File: src/design/fdfb_pkg.sv
// ----------------------------------------------------------------------------
// fdfb_pkg
// Shared constants, types and digit helpers for the fuel display frame builder.
// ----------------------------------------------------------------------------
package fdfb_pkg;

    localparam int FRAME_BYTES = 17;
    localparam int POS_W       = 5;

    localparam int PRICE_W = 17;
    localparam int VOL_W   = 20;
    localparam int TOT_W   = 34;
    localparam int PROD_W  = VOL_W + PRICE_W;

    // Binary values are converted most significant bit first, a slice per stage.
    localparam int BIN_W      = 40;
    localparam int SLICE_W    = 8;
    localparam int DAB_STAGES = BIN_W / SLICE_W;

    localparam int DIGITS = 10;
    localparam int BCD_W  = 4 * DIGITS;

    localparam int PRICE_DIGITS = 5;
    localparam int VOL_DIGITS   = 6;
    localparam int TOTAL_DIGITS = 6;
    localparam int TOTZ_DIGITS  = 10;
    // The sale total is the product in thousandths: its three low digits drop.
    localparam int TOTAL_SKIP   = 3;

    localparam logic [3:0] CODE_ZERO  = 4'd0;
    localparam logic [3:0] CODE_L     = 4'd10;
    localparam logic [3:0] CODE_BLANK = 4'd15;

    localparam logic OP_PUMP      = 1'b0;
    localparam logic OP_TOTALIZER = 1'b1;

    localparam logic [POS_W-1:0] FIRST_POS = 5'd0;
    localparam logic [POS_W-1:0] LAST_POS  = 5'(FRAME_BYTES - 1);
    localparam logic [POS_W-1:0] L_POS_A   = 5'd7;
    localparam logic [POS_W-1:0] L_POS_B   = 5'd8;

    // Frame byte index of each digit, lowest digit first.
    localparam logic [POS_W-1:0] PRICE_POS [PRICE_DIGITS] =
        '{5'd16, 5'd15, 5'd14, 5'd13, 5'd0};
    localparam logic [POS_W-1:0] VOL_POS [VOL_DIGITS] =
        '{5'd6, 5'd5, 5'd4, 5'd3, 5'd2, 5'd1};
    localparam logic [POS_W-1:0] TOTAL_POS [TOTAL_DIGITS] =
        '{5'd12, 5'd11, 5'd10, 5'd9, 5'd8, 5'd7};
    localparam logic [POS_W-1:0] TOTZ_POS [TOTZ_DIGITS] =
        '{5'd6, 5'd5, 5'd4, 5'd3, 5'd2, 5'd1, 5'd12, 5'd11, 5'd10, 5'd9};

    typedef logic [3:0] t_code;
    typedef logic [FRAME_BYTES-1:0][3:0] t_frame;
    typedef logic [DIGITS-1:0][3:0] t_digits;

    // Item travelling through the conversion pipeline.
    typedef struct packed {
        logic             op;
        logic [BIN_W-1:0] wide_bin;   // totalizer count or volume times price
        logic [BIN_W-1:0] vol_bin;
        logic [BIN_W-1:0] price_bin;
        logic [BCD_W-1:0] wide_bcd;
        logic [BCD_W-1:0] vol_bcd;
        logic [BCD_W-1:0] price_bcd;
    } t_conv;

    // One shift-and-add-3 step. The carry out of the top digit is dropped, so
    // the digits hold the value modulo ten to the number of digits.
    function automatic logic [BCD_W-1:0] dabble_bit(input logic [BCD_W-1:0] bcd,
                                                    input logic b);
        logic [BCD_W-1:0] adj;
        adj = bcd;
        for (int d = 0; d < DIGITS; d++) begin
            if (bcd[4*d +: 4] >= 4'd5) begin
                adj[4*d +: 4] = bcd[4*d +: 4] + 4'd3;
            end
        end
        return {adj[BCD_W-2:0], b};
    endfunction

    function automatic logic [BCD_W-1:0] dabble_slice(input logic [BCD_W-1:0] bcd,
                                                      input logic [SLICE_W-1:0] bits);
        logic [BCD_W-1:0] acc;
        acc = bcd;
        for (int i = SLICE_W - 1; i >= 0; i--) begin
            acc = dabble_bit(acc, bits[i]);
        end
        return acc;
    endfunction

    // Leading zero blanking over the low n digits. With keep_low set the
    // lowest digit always shows, so a zero value reads as a single 0.
    function automatic t_digits blank_field(input logic [BCD_W-1:0] bcd,
                                            input int n,
                                            input logic keep_low);
        logic    seen;
        t_digits codes;
        seen  = 1'b0;
        codes = {DIGITS{CODE_BLANK}};
        for (int i = DIGITS - 1; i >= 0; i--) begin
            if (i < n) begin
                seen = seen | (bcd[4*i +: 4] != CODE_ZERO);
                if (seen || (i == 0 && keep_low)) begin
                    codes[i] = bcd[4*i +: 4];
                end
            end
        end
        return codes;
    endfunction

endpackage

File: src/design/fdfb_front.sv
// ----------------------------------------------------------------------------
// fdfb_front
// Price register, input stage and multiply stage of the frame builder.
// ----------------------------------------------------------------------------
module fdfb_front (
    input  logic                     i_clk,
    input  logic                     i_rst_n,
    input  logic                     i_cfg_wr_en,
    input  logic [fdfb_pkg::PRICE_W-1:0] i_cfg_wr_data,
    input  logic                     i_start,
    output logic                     o_busy,
    input  logic                     i_op,
    input  logic [fdfb_pkg::VOL_W-1:0]   i_volume_milli,
    input  logic [fdfb_pkg::TOT_W-1:0]   i_totalizer_milli,
    output logic                     o_valid,
    output fdfb_pkg::t_conv          o_data,
    input  logic                     i_ready
);
    import fdfb_pkg::*;

    logic [PRICE_W-1:0] r_price_centi;

    logic               r_s0_valid;
    logic               r_s0_op;
    logic [VOL_W-1:0]   r_s0_vol;
    logic [TOT_W-1:0]   r_s0_tot;

    logic               r_s1_valid;
    t_conv              r_s1_data;
    t_conv              n_s1_data;

    logic               ready0;
    logic               ready1;
    logic [PROD_W-1:0]  product;

    assign ready1 = !r_s1_valid || i_ready;
    assign ready0 = !r_s0_valid || ready1;
    assign o_busy = !ready0;

    always_ff @(posedge i_clk) begin
        if (!i_rst_n) begin
            r_price_centi <= '0;
        end else if (i_cfg_wr_en) begin
            r_price_centi <= i_cfg_wr_data;
        end
    end

    always_ff @(posedge i_clk) begin
        if (!i_rst_n) begin
            r_s0_valid <= 1'b0;
        end else if (ready0) begin
            r_s0_valid <= i_start;
        end
    end

    always_ff @(posedge i_clk) begin
        if (i_start && ready0) begin
            r_s0_op  <= i_op;
            r_s0_vol <= i_volume_milli;
            r_s0_tot <= i_totalizer_milli;
        end
    end

    assign product = PROD_W'(r_s0_vol) * PROD_W'(r_price_centi);

    always_comb begin
        n_s1_data           = '0;
        n_s1_data.op        = r_s0_op;
        n_s1_data.wide_bin  = (r_s0_op == OP_TOTALIZER) ? BIN_W'(r_s0_tot)
                                                        : BIN_W'(product);
        n_s1_data.vol_bin   = BIN_W'(r_s0_vol);
        n_s1_data.price_bin = BIN_W'(r_price_centi);
    end

    always_ff @(posedge i_clk) begin
        if (!i_rst_n) begin
            r_s1_valid <= 1'b0;
        end else if (ready1) begin
            r_s1_valid <= r_s0_valid;
        end
    end

    always_ff @(posedge i_clk) begin
        if (r_s0_valid && ready1) begin
            r_s1_data <= n_s1_data;
        end
    end

    assign o_valid = r_s1_valid;
    assign o_data  = r_s1_data;

endmodule

File: src/design/fdfb_dabble.sv
// ----------------------------------------------------------------------------
// fdfb_dabble
// Pipelined binary to decimal conversion, one eight-bit slice per stage.
// ----------------------------------------------------------------------------
module fdfb_dabble (
    input  logic            i_clk,
    input  logic            i_rst_n,
    input  logic            i_valid,
    input  fdfb_pkg::t_conv i_data,
    output logic            o_ready,
    output logic            o_valid,
    output fdfb_pkg::t_conv o_data,
    input  logic            i_ready
);
    import fdfb_pkg::*;

    logic [DAB_STAGES-1:0] r_valid;
    t_conv                 r_data [DAB_STAGES];
    logic [DAB_STAGES:0]   ready;

    assign ready[DAB_STAGES] = i_ready;
    assign o_ready           = ready[0];
    assign o_valid           = r_valid[DAB_STAGES-1];
    assign o_data            = r_data[DAB_STAGES-1];

    for (genvar s = 0; s < DAB_STAGES; s++) begin : g_stage
        localparam int HI = BIN_W - 1 - s * SLICE_W;

        logic  in_valid;
        t_conv in_data;
        t_conv n_data;

        if (s == 0) begin : g_head
            assign in_valid = i_valid;
            assign in_data  = i_data;
        end else begin : g_body
            assign in_valid = r_valid[s-1];
            assign in_data  = r_data[s-1];
        end

        assign ready[s] = !r_valid[s] || ready[s+1];

        always_comb begin
            n_data           = in_data;
            n_data.wide_bcd  = dabble_slice(in_data.wide_bcd,  in_data.wide_bin[HI -: SLICE_W]);
            n_data.vol_bcd   = dabble_slice(in_data.vol_bcd,   in_data.vol_bin[HI -: SLICE_W]);
            n_data.price_bcd = dabble_slice(in_data.price_bcd, in_data.price_bin[HI -: SLICE_W]);
        end

        always_ff @(posedge i_clk) begin
            if (!i_rst_n) begin
                r_valid[s] <= 1'b0;
            end else if (ready[s]) begin
                r_valid[s] <= in_valid;
            end
        end

        always_ff @(posedge i_clk) begin
            if (in_valid && ready[s]) begin
                r_data[s] <= n_data;
            end
        end
    end

endmodule

File: src/design/fdfb_frame.sv
// ----------------------------------------------------------------------------
// fdfb_frame
// Leading zero blanking and placement of all digit codes into one frame.
// ----------------------------------------------------------------------------
module fdfb_frame (
    input  logic             i_clk,
    input  logic             i_rst_n,
    input  logic             i_valid,
    input  fdfb_pkg::t_conv  i_data,
    output logic             o_ready,
    output logic             o_valid,
    output fdfb_pkg::t_frame o_frame,
    input  logic             i_ready
);
    import fdfb_pkg::*;

    logic    r_valid;
    t_frame  r_frame;
    t_frame  n_frame;
    t_digits price_c;
    t_digits vol_c;
    t_digits total_c;
    t_digits totz_c;

    assign o_ready = !r_valid || i_ready;

    // The sale total sits in digits three and up of the product.
    assign price_c = blank_field(i_data.price_bcd, PRICE_DIGITS, 1'b1);
    assign vol_c   = blank_field(i_data.vol_bcd, VOL_DIGITS, 1'b1);
    assign total_c = blank_field(i_data.wide_bcd >> (4 * TOTAL_SKIP), TOTAL_DIGITS, 1'b1);
    assign totz_c  = blank_field(i_data.wide_bcd, TOTZ_DIGITS, 1'b0);

    always_comb begin
        n_frame = {FRAME_BYTES{CODE_BLANK}};
        for (int i = 0; i < PRICE_DIGITS; i++) begin
            n_frame[PRICE_POS[i]] = price_c[i];
        end
        if (i_data.op == OP_PUMP) begin
            for (int i = 0; i < TOTAL_DIGITS; i++) begin
                n_frame[TOTAL_POS[i]] = total_c[i];
            end
            for (int i = 0; i < VOL_DIGITS; i++) begin
                n_frame[VOL_POS[i]] = vol_c[i];
            end
        end else begin
            n_frame[L_POS_A] = CODE_L;
            n_frame[L_POS_B] = CODE_L;
            for (int i = 0; i < TOTZ_DIGITS; i++) begin
                n_frame[TOTZ_POS[i]] = totz_c[i];
            end
        end
    end

    always_ff @(posedge i_clk) begin
        if (!i_rst_n) begin
            r_valid <= 1'b0;
        end else if (o_ready) begin
            r_valid <= i_valid;
        end
    end

    always_ff @(posedge i_clk) begin
        if (i_valid && o_ready) begin
            r_frame <= n_frame;
        end
    end

    assign o_valid = r_valid;
    assign o_frame = r_frame;

endmodule

File: src/design/fdfb_serial.sv
// ----------------------------------------------------------------------------
// fdfb_serial
// Holds one finished frame and sends it out a byte per cycle.
// ----------------------------------------------------------------------------
module fdfb_serial (
    input  logic                       i_clk,
    input  logic                       i_rst_n,
    input  logic                       i_valid,
    input  fdfb_pkg::t_frame           i_frame,
    output logic                       o_ready,
    output logic                       o_strobe,
    output logic [7:0]                 o_frame_byte,
    output logic [fdfb_pkg::POS_W-1:0] o_byte_position,
    output logic                       o_latch_after,
    output logic                       o_last
);
    import fdfb_pkg::*;

    logic             r_active;
    logic [POS_W-1:0] r_cnt;
    t_frame           r_frame;

    logic             r_out_valid;
    logic [7:0]       r_out_byte;
    logic [POS_W-1:0] r_out_pos;
    logic             r_out_latch;
    logic             r_out_last;

    logic             take;
    logic [3:0]       pos_nibble;

    // A new frame may load while the last byte of the current one goes out.
    assign o_ready = !r_active || (r_cnt == LAST_POS);
    assign take    = i_valid && o_ready;

    assign pos_nibble = (r_cnt == FIRST_POS) ? 4'd0 : 4'(LAST_POS - r_cnt);

    always_ff @(posedge i_clk) begin
        if (!i_rst_n) begin
            r_active    <= 1'b0;
            r_cnt       <= FIRST_POS;
            r_out_valid <= 1'b0;
        end else begin
            r_out_valid <= r_active;
            if (take) begin
                r_active <= 1'b1;
                r_cnt    <= FIRST_POS;
            end else if (r_active) begin
                if (r_cnt == LAST_POS) begin
                    r_active <= 1'b0;
                end else begin
                    r_cnt <= r_cnt + 5'd1;
                end
            end
        end
    end

    always_ff @(posedge i_clk) begin
        if (take) begin
            r_frame <= i_frame;
        end
        if (r_active) begin
            r_out_byte  <= {r_frame[r_cnt], pos_nibble};
            r_out_pos   <= r_cnt;
            r_out_latch <= (r_cnt != FIRST_POS);
            r_out_last  <= (r_cnt == LAST_POS);
        end
    end

    assign o_strobe        = r_out_valid;
    assign o_frame_byte    = r_out_byte;
    assign o_byte_position = r_out_pos;
    assign o_latch_after   = r_out_latch;
    assign o_last          = r_out_last;

    a_cnt_range: assert property (@(posedge i_clk) disable iff (!i_rst_n)
        r_active |-> (r_cnt <= LAST_POS))
        else $error("frame byte counter out of range");

    a_load_starts: assert property (@(posedge i_clk) disable iff (!i_rst_n)
        take |=> (r_active && r_cnt == FIRST_POS))
        else $error("frame load did not restart the byte counter");

    a_no_gap: assert property (@(posedge i_clk) disable iff (!i_rst_n)
        (r_out_valid && !r_out_last) |=>
            (r_out_valid && r_out_pos == $past(r_out_pos) + 5'd1))
        else $error("frame bytes not sent on consecutive cycles");

endmodule

File: src/design/fuel_display_frame_builder.sv
// ----------------------------------------------------------------------------
// fuel_display_frame_builder
// Builds the 17-byte digit frame of a six-digit dispenser display.
// ----------------------------------------------------------------------------
// The first byte of a frame comes out once the transaction has passed the
// pipeline below; the remaining 16 bytes follow on consecutive cycles. The
// one-byte-per-cycle serializer sets the throughput and takes a new frame
// during the last byte of the previous one. Reset (synchronous, active low)
// empties the pipeline and clears the unit price to zero. The receiver cannot
// stall: each byte is shown for exactly one cycle with o_strobe high.
// ----------------------------------------------------------------------------
module fuel_display_frame_builder (
    input  logic                         i_clk,
    input  logic                         i_rst_n,
    // Unit price register, in hundredths.
    input  logic                         i_cfg_wr_en,
    input  logic [fdfb_pkg::PRICE_W-1:0] i_cfg_wr_data,
    // Command side.
    input  logic                         start,
    output logic                         busy,
    input  logic                         i_op,
    input  logic [fdfb_pkg::VOL_W-1:0]   i_volume_milli,
    input  logic [fdfb_pkg::TOT_W-1:0]   i_totalizer_milli,
    // Frame byte side.
    output logic                         o_strobe,
    output logic [7:0]                   o_frame_byte,
    output logic [fdfb_pkg::POS_W-1:0]   o_byte_position,
    output logic                         o_latch_after,
    output logic                         o_last
);
    import fdfb_pkg::*;

    // Pipeline: an input register and a multiply register (volume times
    // price, or the totalizer count in totalizer mode), five conversion
    // stages that each shift eight binary bits into decimal digits, one stage
    // that blanks leading zeros and places every code at its frame byte, and
    // the serializer. Every stage carries a valid bit and advances whenever
    // the stage after it is free, so a transaction can enter every cycle
    // until the serializer, which drains one frame at a time, backs the
    // pipeline up. busy is the input stage's back pressure.

    logic   front_valid;
    t_conv  front_data;
    logic   front_ready;

    logic   dab_valid;
    t_conv  dab_data;
    logic   dab_ready;

    logic   frame_valid;
    t_frame frame_data;
    logic   frame_ready;

    fdfb_front u_front (
        .i_clk             (i_clk),
        .i_rst_n           (i_rst_n),
        .i_cfg_wr_en       (i_cfg_wr_en),
        .i_cfg_wr_data     (i_cfg_wr_data),
        .i_start           (start),
        .o_busy            (busy),
        .i_op              (i_op),
        .i_volume_milli    (i_volume_milli),
        .i_totalizer_milli (i_totalizer_milli),
        .o_valid           (front_valid),
        .o_data            (front_data),
        .i_ready           (front_ready)
    );

    // The sale total needs no divider: the product is converted to ten
    // decimal digits and the low three are simply dropped later on.
    fdfb_dabble u_dabble (
        .i_clk   (i_clk),
        .i_rst_n (i_rst_n),
        .i_valid (front_valid),
        .i_data  (front_data),
        .o_ready (front_ready),
        .o_valid (dab_valid),
        .o_data  (dab_data),
        .i_ready (dab_ready)
    );

    fdfb_frame u_frame (
        .i_clk   (i_clk),
        .i_rst_n (i_rst_n),
        .i_valid (dab_valid),
        .i_data  (dab_data),
        .o_ready (dab_ready),
        .o_valid (frame_valid),
        .o_frame (frame_data),
        .i_ready (frame_ready)
    );

    // Each byte holds the digit code in its high nibble and the display
    // position in its low nibble; a latch pulse follows every byte but the
    // first.
    fdfb_serial u_serial (
        .i_clk           (i_clk),
        .i_rst_n         (i_rst_n),
        .i_valid         (frame_valid),
        .i_frame         (frame_data),
        .o_ready         (frame_ready),
        .o_strobe        (o_strobe),
        .o_frame_byte    (o_frame_byte),
        .o_byte_position (o_byte_position),
        .o_latch_after   (o_latch_after),
        .o_last          (o_last)
    );

endmodule

File: config.mk
export PLATFORM = sky130hd
export DESIGN_NAME = fuel_display_frame_builder
export DESIGN_NICKNAME = d
export VERILOG_FILES = /design/src/design/fdfb_pkg.sv /design/src/design/fdfb_front.sv /design/src/design/fdfb_dabble.sv /design/src/design/fdfb_frame.sv /design/src/design/fdfb_serial.sv /design/src/design/fuel_display_frame_builder.sv
export SDC_FILE = /design/constraint.sdc
export NUM_CORES = 2
export LEC_CHECK = 0
export ABC_CLOCK_PERIOD_IN_PS = 18600
export BUFFER_PORTS_ARGS = -buffer_cell sky130_fd_sc_hd__buf_4
export CAP_MARGIN = 20
export CORE_UTILIZATION = 60
export DETAILED_ROUTE_END_ITERATION = 16
export PLACE_DENSITY = 0.85
export SLEW_MARGIN = 20
export SYNTH_ARGS = -nofsm -noshare
export SYNTH_HDL_FRONTEND = slang
export SYNTH_SLANG_ARGS = --single-unit
export TNS_END_PERCENT = 100
File: constraint.sdc
create_clock -name i_clk -period 18.6 [get_ports i_clk]
set_input_delay 2.79 -clock i_clk [delete_from_list [all_inputs] [get_ports i_clk]]
set_output_delay 2.79 -clock i_clk [all_outputs]
set_load 0.005 [all_outputs]
==> impl_results.md <==
* Top cell type's share of synthesized area at 29.3%
* Synthesized instance count at 7835
* Max Clock Skew at 39.5 ps
* Post-synthesis sequential area ratio at 30.2%
* Vias per std cell at 6.28
* Skew-Pair Late Insertion Delay at 710 ps
* Yosys warns at 0
* Levels on crit path at 28
* Core Region at 117000 um^2
* Vias in the first global route at 56400
* Clock slew at reported path FFs at 70 ps
* Fmax at 125 MHz
* Final setup violation count at 0
* Worst-case clock buffer depth at 3
* CP dominant cell by count: inv_1
* Die Wd at 346 um
* Max cap viols at 0
* Synth area leader: edfxtp_1
* TNS Setup at 0 ps
* GRT Total Usage at 27.0%
* Clk sink count at 724
* DRC Markers at 0
* Synth unique cells at 150
* TritonRoute pass-1 iters at 8
* Multi-input logic area at 46100 um^2
* Tightest Hold Check Type: flip-flop to flip-flop
* Crit end category: flip-flop
* First-pass GRT wire length at 272 mm
* Routed length per instance at 17.6 um
* Routed wire length at 165 mm
* Net Count, Synth at 8571
* Worst hold path cell count at 0
* Fillers at 8987
* CTS tree: done
* Share of layout cells above drive strength 1 at 9.42%
* Total CTS buffers at 82
* Gr ovfl total at 0
* IO Pins at 93
* Nets at 8537
* Asr flop ratio synth at 0%
* CP Class: flip-flop to flip-flop
* Crit Path Max Fanout at 22
* Mapped Avg Cell Area at 9.06 um^2
* Post-cts hold buffer count at 0
* Mapped cell area at 71000 um^2
* Initial Util at 60.8%
* Final hold vios at 0
* Worst r2r path cells at 28
* Clock period minus worst slack at 8010 ps
* Worst Setup Start Kind: flip-flop
* Post-synthesis register bit count at 724
* Cell with the largest stage delay on the worst path: dfxtp_1
* CP max stage delay at 840 ps
* H-tree depth at 3
* GPL Wtd Cong at 0.919
* CP delay by family, top: adder cells
* Rel. slew slack at 24.6%
* Tcrit/Tclk final at 43.1%
* Status: finished, final reports clean
* Crit path DAT at 8430 ps
* Post-DP HPWL at 124 mm
* Slew Limit Fails at 0
* Worst Tran Pin Value at 1130 ps
* Die ar. at 120000 um^2
* DR iter-0 viols at 4253
* Top FF cell, synth: edfxtp_1
* Die Ht at 346 um
* Post-CTS sizing at 0
* Initial antenna violation count at 2
* Syn-to-layout area delta at 6.61%
* Sequential cell area at 21400 um^2
* Largest net degree at the start of global routing at 77
* Post-route ant nets at 0
* CTS Root Cell: clkbuf_16
* WP data required at 19020 ps
* Post-synth EDFFs at 692
* Total setup buffers inserted after CTS at 0
* WP buf/inv at 5
* Row cnt at 125
* RSZ-0062 raised after global routing: false
* Port bufs at 92
* Synth top area cells: edfxtp_1 29%, fa_1 7.6%, ha_1 6.9%
* Vias at 59000
-- cell usage in the layout, fill, tap and decap left out, drive strengths merged, types with 117 or more instances in the layout --
master  count
nor3      157
a21oi     470
edfxtp    692
inv       718
a211oi    121
xnor2     154
o21ai     587
ha        391
fa        269
mux2i     216
mux2      127
nand2b    140
nor2      530
nand2     819
buf       117
and2      233
nand3     142
-- cell usage after synthesis (145+ instances only) --
| cell type | instances |
|---|---|
| a21oi_1 | 449 |
| nor2_1 | 527 |
| nor3_1 | 145 |
| fa_1 | 269 |
| ha_1 | 391 |
| edfxtp_1 | 692 |
| clkbuf_1 | 182 |
| nand2_1 | 815 |
| and2_1 | 227 |
| mux2i_1 | 195 |
| inv_1 | 695 |
| o21ai_0 | 466 |
-- final timing paths --
path,startpoint,to,slack [ps]
setup / recovery,u_front.r_price_centi[7],u_front.o_data[236],10590
hold / removal,u_dabble.r_data[0][923],u_dabble.r_data[0][1164],390
setup reg to reg,u_front.r_price_centi[7],u_front.o_data[236],10590
hold reg to reg,u_dabble.r_data[0][923],u_dabble.r_data[0][1164],390
-- metrics by stage --
step | util [%] | hold slack [ps] | instances | worst slack [ps] | instance area [um^2]
after global routing | 64.8 | 379 | 9391 | 10050 | 75700
after CTS | 64.8 | 372 | 9391 | 10650 | 75700
after detailed placement | 62.4 | 405 | 9241 | 10760 | 72900
final | 64.8 | 385 | 9393 | 10590 | 75700
after floorplan | - | 400 | 7835 | 10720 | 71000
after global placement | 62.4 | 400 | 9241 | 10910 | 72900
-- cell type report --
type | instances | share of cell area (%)
multi-input combinational | 6165 | 60.9
tap | 1524 | 2.52
timing repair buffer | 117 | 1.16
inverter | 711 | 3.53
clock buffer | 98 | 2.82
sequential | 724 | 28.3
clock inverter | 52 | 0.812
antenna | 2 | 0.00661
-- sequential cells by signal, summed over array words and instances, names as in the netlist, 4 cells and up --
signal and cells:
u_front.r_s0_vol 20, u_front.r_s0_tot 34, u_front.o_data 75, u_serial.r_cnt 5, u_serial.r_frame 68, u_frame.o_frame 68
u_dabble.r_data 411, u_dabble.g_stage.in_valid 4, u_front.r_price_centi 17, u_serial.o_frame_byte 8, u_serial.o_byte_position 5
-- worst register-to-register path, delay by kind of cell, from the launching register on --
family / cells / cell delay (ps)
adder cells (fa/ha/maj): 7 / 2820
AO/OA/AOI/OAI: 10 / 2540
AND/OR/NAND/NOR: 5 / 1120
flip-flops: 1 / 840
buffers and inverters: 5 / 280
XOR/XNOR: 1 / 140
-- cell families after synthesis --
family	synth area share [%]
AND/OR/NAND/NOR	17.5
AO/OA/AOI/OAI	23.7
buffers and inverters	5.12
flip-flops	30.2
adder cells (fa/ha/maj)	14.6
multiplexers	5.93
XOR/XNOR	3.01
-- routing by layer --
| layer | vias to the layer above | GRT usage (%) | wire (um) |
|---|---|---|---|
| met5 | - | 0 | 0 |
| met4 | 0 | 9.47 | 5580 |
| met3 | 321 | 3.67 | 9380 |
| met2 | 1819 | 48.1 | 82000 |
| met1 | 28200 | 33.3 | 68100 |
| li1 | 28700 | - | - |
Power is left out: the tool's default activity adds up to more than one toggle a clock period on the data nets, which glitch-free logic cannot reach.
